File: src/rtl/mse_pkg.sv
// Shared types for the merge sort engine: beat structs and cell link types.
`default_nettype none

package mse_pkg;

  localparam int unsigned DataW = 32;

  // Input beat: one element of the run.
  typedef struct packed {
    logic signed [DataW-1:0] value;
    logic                    last;
  } in_beat_t;

  // Result beat: one element of the sorted run.
  typedef struct packed {
    logic signed [DataW-1:0] sorted_value;
    logic                    final_res;
    logic                    overflowed;
  } out_beat_t;

  // Contents of one cell, as seen by its neighbors.
  typedef struct packed {
    logic                    vld;
    logic signed [DataW-1:0] val;
  } slot_t;

  // Row-wide command to every cell.
  typedef struct packed {
    logic load;
    logic drain;
  } cell_ctrl_t;

endpackage

`default_nettype wire

File: src/rtl/mse_cell.sv
// One cell of the sorting row: holds one element; inserts or shifts on load or drain.
`default_nettype none

module mse_cell (
  input  wire logic                           clk_i,
  input  wire logic                           rst_ni,
  input  wire mse_pkg::cell_ctrl_t            ctrl_i,
  input  wire logic signed [mse_pkg::DataW-1:0] din_i,
  input  wire mse_pkg::slot_t                 left_i,
  input  wire logic                           left_ins_i,
  input  wire mse_pkg::slot_t                 right_i,
  output mse_pkg::slot_t                      slot_o,
  output logic                                ins_o
);

  logic                           vld_q, vld_d;
  logic signed [mse_pkg::DataW-1:0] val_q, val_d;

  // New element belongs at or before this cell.
  assign ins_o = !vld_q || (din_i < val_q);

  always_comb begin
    vld_d = vld_q;
    val_d = val_q;
    if (ctrl_i.load) begin
      if (left_ins_i) begin
        vld_d = left_i.vld;
        val_d = left_i.val;
      end else if (ins_o) begin
        vld_d = 1'b1;
        val_d = din_i;
      end
    end else if (ctrl_i.drain) begin
      vld_d = right_i.vld;
      val_d = right_i.val;
    end
  end

  always_ff @(posedge clk_i or negedge rst_ni) begin
    if (!rst_ni) begin
      vld_q <= 1'b0;
    end else begin
      vld_q <= vld_d;
    end
  end

  always_ff @(posedge clk_i) begin
    val_q <= val_d;
  end

  assign slot_o.vld = vld_q;
  assign slot_o.val = val_q;

endmodule

`default_nettype wire

File: config.mk
export PLATFORM = sky130hd
export DESIGN_NAME = mse_cell
export DESIGN_NICKNAME = d
export VERILOG_FILES = /design/src/rtl/mse_pkg.sv /design/src/rtl/mse_cell.sv
export SDC_FILE = /design/constraint.sdc
export NUM_CORES = 1
export LEC_CHECK = 0
export BUFFER_PORTS_ARGS = -buffer_cell sky130_fd_sc_hd__buf_2
export CORE_ASPECT_RATIO = 1.1
export CORE_UTILIZATION = 41
export CTS_CLUSTER_SIZE = 28
export DETAILED_ROUTE_END_ITERATION = 12
export MAX_ROUTING_LAYER = met4
export PLACE_DENSITY = 0.77
export SYNTH_ARGS = -nofsm -noshare
export SYNTH_HDL_FRONTEND = slang
export SYNTH_SLANG_ARGS = --single-unit
export TNS_END_PERCENT = 20
File: constraint.sdc
create_clock -name clk_i -period 2.9 [get_ports clk_i]
set_clock_uncertainty 0.05 [all_clocks]
set_input_delay 0.29 -clock clk_i [delete_from_list [all_inputs] [get_ports clk_i]]
set_output_delay 0.29 -clock clk_i [all_outputs]
set_load 0.02 [all_outputs]
==> qor.csv <==
stage,metric,value,unit
drt,via_per_inst,4.922,
logic_synthesis,postSynthAreaPerCell,9.521,µm²
place,dp_hpwl,4.971,mm
global_routing,antenna_found_initial,0,
floorplanning,dieWidth,76.66,µm
place,portBuffers,136,
timing,tightest_slew,466.2,ps
timing,timing_hold_violations_final,0,
timing,whs,191.2,ps
floorplanning,die-area,6448,µm²
finish,layout_commonest_cell,buf_2,
global_routing,grt-ovfl-total,0,
place,place.gp.congestion,0.8467,
min_path,hp-class,in -> reg,
clock_network,clock_path_buffers,2,
clock_network,cts.sinks,33,
clock_network,cts_buffers,5,
timing,fin_crit_sh,92.93,%
logic_synthesis,ys_seq_area_share,39.22,%
critical_path,critPathKind,reg -> out,
global_routing,grt_pass1_vias,2268,
finish,syn2layout_area_growth,35.14,%
logic_synthesis,synth_area,2514,µm²
drt,drt-initial-drc-count,64,
timing,relSlewSlack,68.92,%
finish,drive_gt1_share,38.35,%
drt,ant_nets,0,
min_path,hold_depth,2,
critical_path,reg2reg_slack,470,ps
flow_run,drv_cap,0,
drt,drc_errors,0,
critical_path,start_kind,flip-flop,
min_path,holdCritStartpoint,left_i[32],
run_status,status,finished clean,
global_routing,grt_max_degree,51,
finish,fin_cells,476,
timing,fin_tns_setup,0,ps
critical_path,rr_endpoint,val_q[15],
critical_path,r2r-start,val_q[15],
pwr,peakVddDrop,0.2498,mV
global_routing,grt_pass1_wl,9.991,mm
logic_synthesis,syn-instance-count,264,
place,dp.cells,467,
pwr,power_density,440.9,nW/µm²
clock_network,clock-root-buffer,clkbuf_8,
min_path,worstHoldEndpoint,vld_q,
floorplanning,core,5842,µm²
clock_network,post_cts_buffers,0,
floorplanning,initial_core_util,43.03,%
finish,multi_input_area,1368,µm²
logic_synthesis,ys_warn_count,0,
pwr,p_leak,1.790,nW
global_routing,grtUsageTotal,20.24,%
critical_path,worstPathRequired,2560,ps
critical_path,critPathMaxFanout,3,
floorplanning,die_h,84.12,µm
logic_synthesis,synth_nets,398,
drt,num_vias,2343,
timing,period_needed,2695,ps
pwr,total_power,1.498,mW
clock_network,tritoncts,done,
timing,setup_viol,0,
drt,drt_pass1_iterations,4,
clock_network,clk_pin_slew,70,ps
clock_network,htreeDepth,2,
drt,wire_per_inst,12.95,µm
clock_network,clock_latency,280,ps
logic_synthesis,yosys.cell_types.count,36,
finish,nFillCells,507,
drt,drt-total-wl,6.165,mm
timing,rsz0062_at_grt,false,
critical_path,cp-end-kind,primary output,
timing,finalMaxSlewViolations,0,
logic_synthesis,synth_seq_cells,33,
critical_path,r2r_cells,9,
timing,fmax,371.1,MHz
critical_path,crit_arrival,2350,ps
finish,n_antenna_cell,0,
finish,final_nets,532,
floorplanning,io_pins,137,
finish,final_cell_mix,"buf_2 (136), a21oi_1 (44), nor2_1 (36), mux2i_1 (33)",
finish,seq_area,985.9,µm²
floorplanning,rows,29,
[through the flow]
step           setup slack [ps]  cell area, µm²  utilization (%)
2_1_floorplan             318.4            2515                -
3_3_place_gp              524.7            3271            55.99
3_5_place_dp              340.9            3271            55.99
4_1_cts                   103.1            3382            57.89
5_1_grt                   26.19            3397            58.15
6_report                  205.1            3397            58.15
[Yosys cell counts, drive strengths merged]
| cell type | number | share of area (%) |
|---|---|---|
| nand2 | 10 | 1.5 |
| nand3 | 2 | 0.40 |
| a221o | 1 | 0.40 |
| nand4 | 3 | 1.0 |
| edfxtp | 32 | 38 |
| inv | 32 | 4.8 |
| and4 | 2 | 0.80 |
| nor2 | 36 | 5.4 |
| a21oi | 44 | 8.8 |
| ha | 31 | 15 |
| o21a | 1 | 0.30 |
| nor3 | 1 | 0.20 |
| and3b | 1 | 0.35 |
| a2111o | 1 | 0.45 |
| a211oi | 1 | 0.30 |
| mux2i | 33 | 13 |
| clkbuf | 9 | 1.3 |
| nand3b | 1 | 0.30 |
| mux2 | 1 | 0.45 |
| dfrtp | 1 | 1.0 |
| o22a | 1 | 0.35 |
| buf | 4 | 0.90 |
| and2 | 3 | 0.75 |
| a21o | 1 | 0.30 |
| nor4 | 1 | 0.25 |
| a31oi | 1 | 0.25 |
| a2bb2oi | 1 | 0.35 |
| o211ai | 2 | 0.80 |
| o21ai | 5 | 1.0 |
| a221oi | 1 | 0.35 |
| nor2b | 1 | 0.25 |
[per-layer routing]
metal	global-route usage, %	wire length, µm
met5	-	0
met3	4.153	311
met1	22.39	2662
met2	36.36	3102
met4	6.119	89
[worst max-delay path by stage]
| stage | from | end |
|---|---|---|
| 4_1_cts | val_q[30] | ins_o |
| 2_1_floorplan | val_q[31] | val_q[0] |
| 3_5_place_dp | din_i[31] | val_q[15] |
| 5_1_grt | val_q[30] | ins_o |
| 6_report | val_q[15] | ins_o |
| 3_3_place_gp | din_i[11] | val_q[16] |
[what timing repair did]
action,CTS,global route
gates resized for setup,0,2
endpoints found under the setup margin,0,1
hold buffers,1,0
hold endpoints to repair,1,0
[registers in the layout, indices dropped and copies added, names as in the netlist]
name and cells:
val_q 32, vld_q 1
[logic make-up after synthesis]
group,Yosys count,share of synthesized area (%)
flops,33,39.22
fa+ha+maj,31,15.43
compound gates,60,13.59
simple gates,61,11.15
mux,34,13.59
buf+inv,45,7.018
[area by class of cell]
type	count	area share, %
inverter	32	3.536
tap	77	2.836
clock buffer	7	2.836
sequential	33	29.02
timing repair buffer	140	21.36
clock inverter	1	0.1473
multi-input combinational	186	40.26
[report_power, final]
| part | total [mW] | switching [mW] | internal, mW |
|---|---|---|---|
| clock network | 0.388 | 0.173 | 0.215 |
| logic | 0.490 | 0.283 | 0.208 |
| registers | 0.619 | 0.0258 | 0.594 |
| total | 1.50 | 0.482 | 1.02 |
[worst max-delay path: stages (launching register included)]
cell and delay (ps):
edfxtp_1 350, inv_1 50, ha_1 300, and4_4 240, o211ai_1 90, a2111o_1 370, a31oi_1 250, nor2_1 90
mux2i_1 140, buf_2 190
No activity file was read; power rests on OpenSTA's default activity.
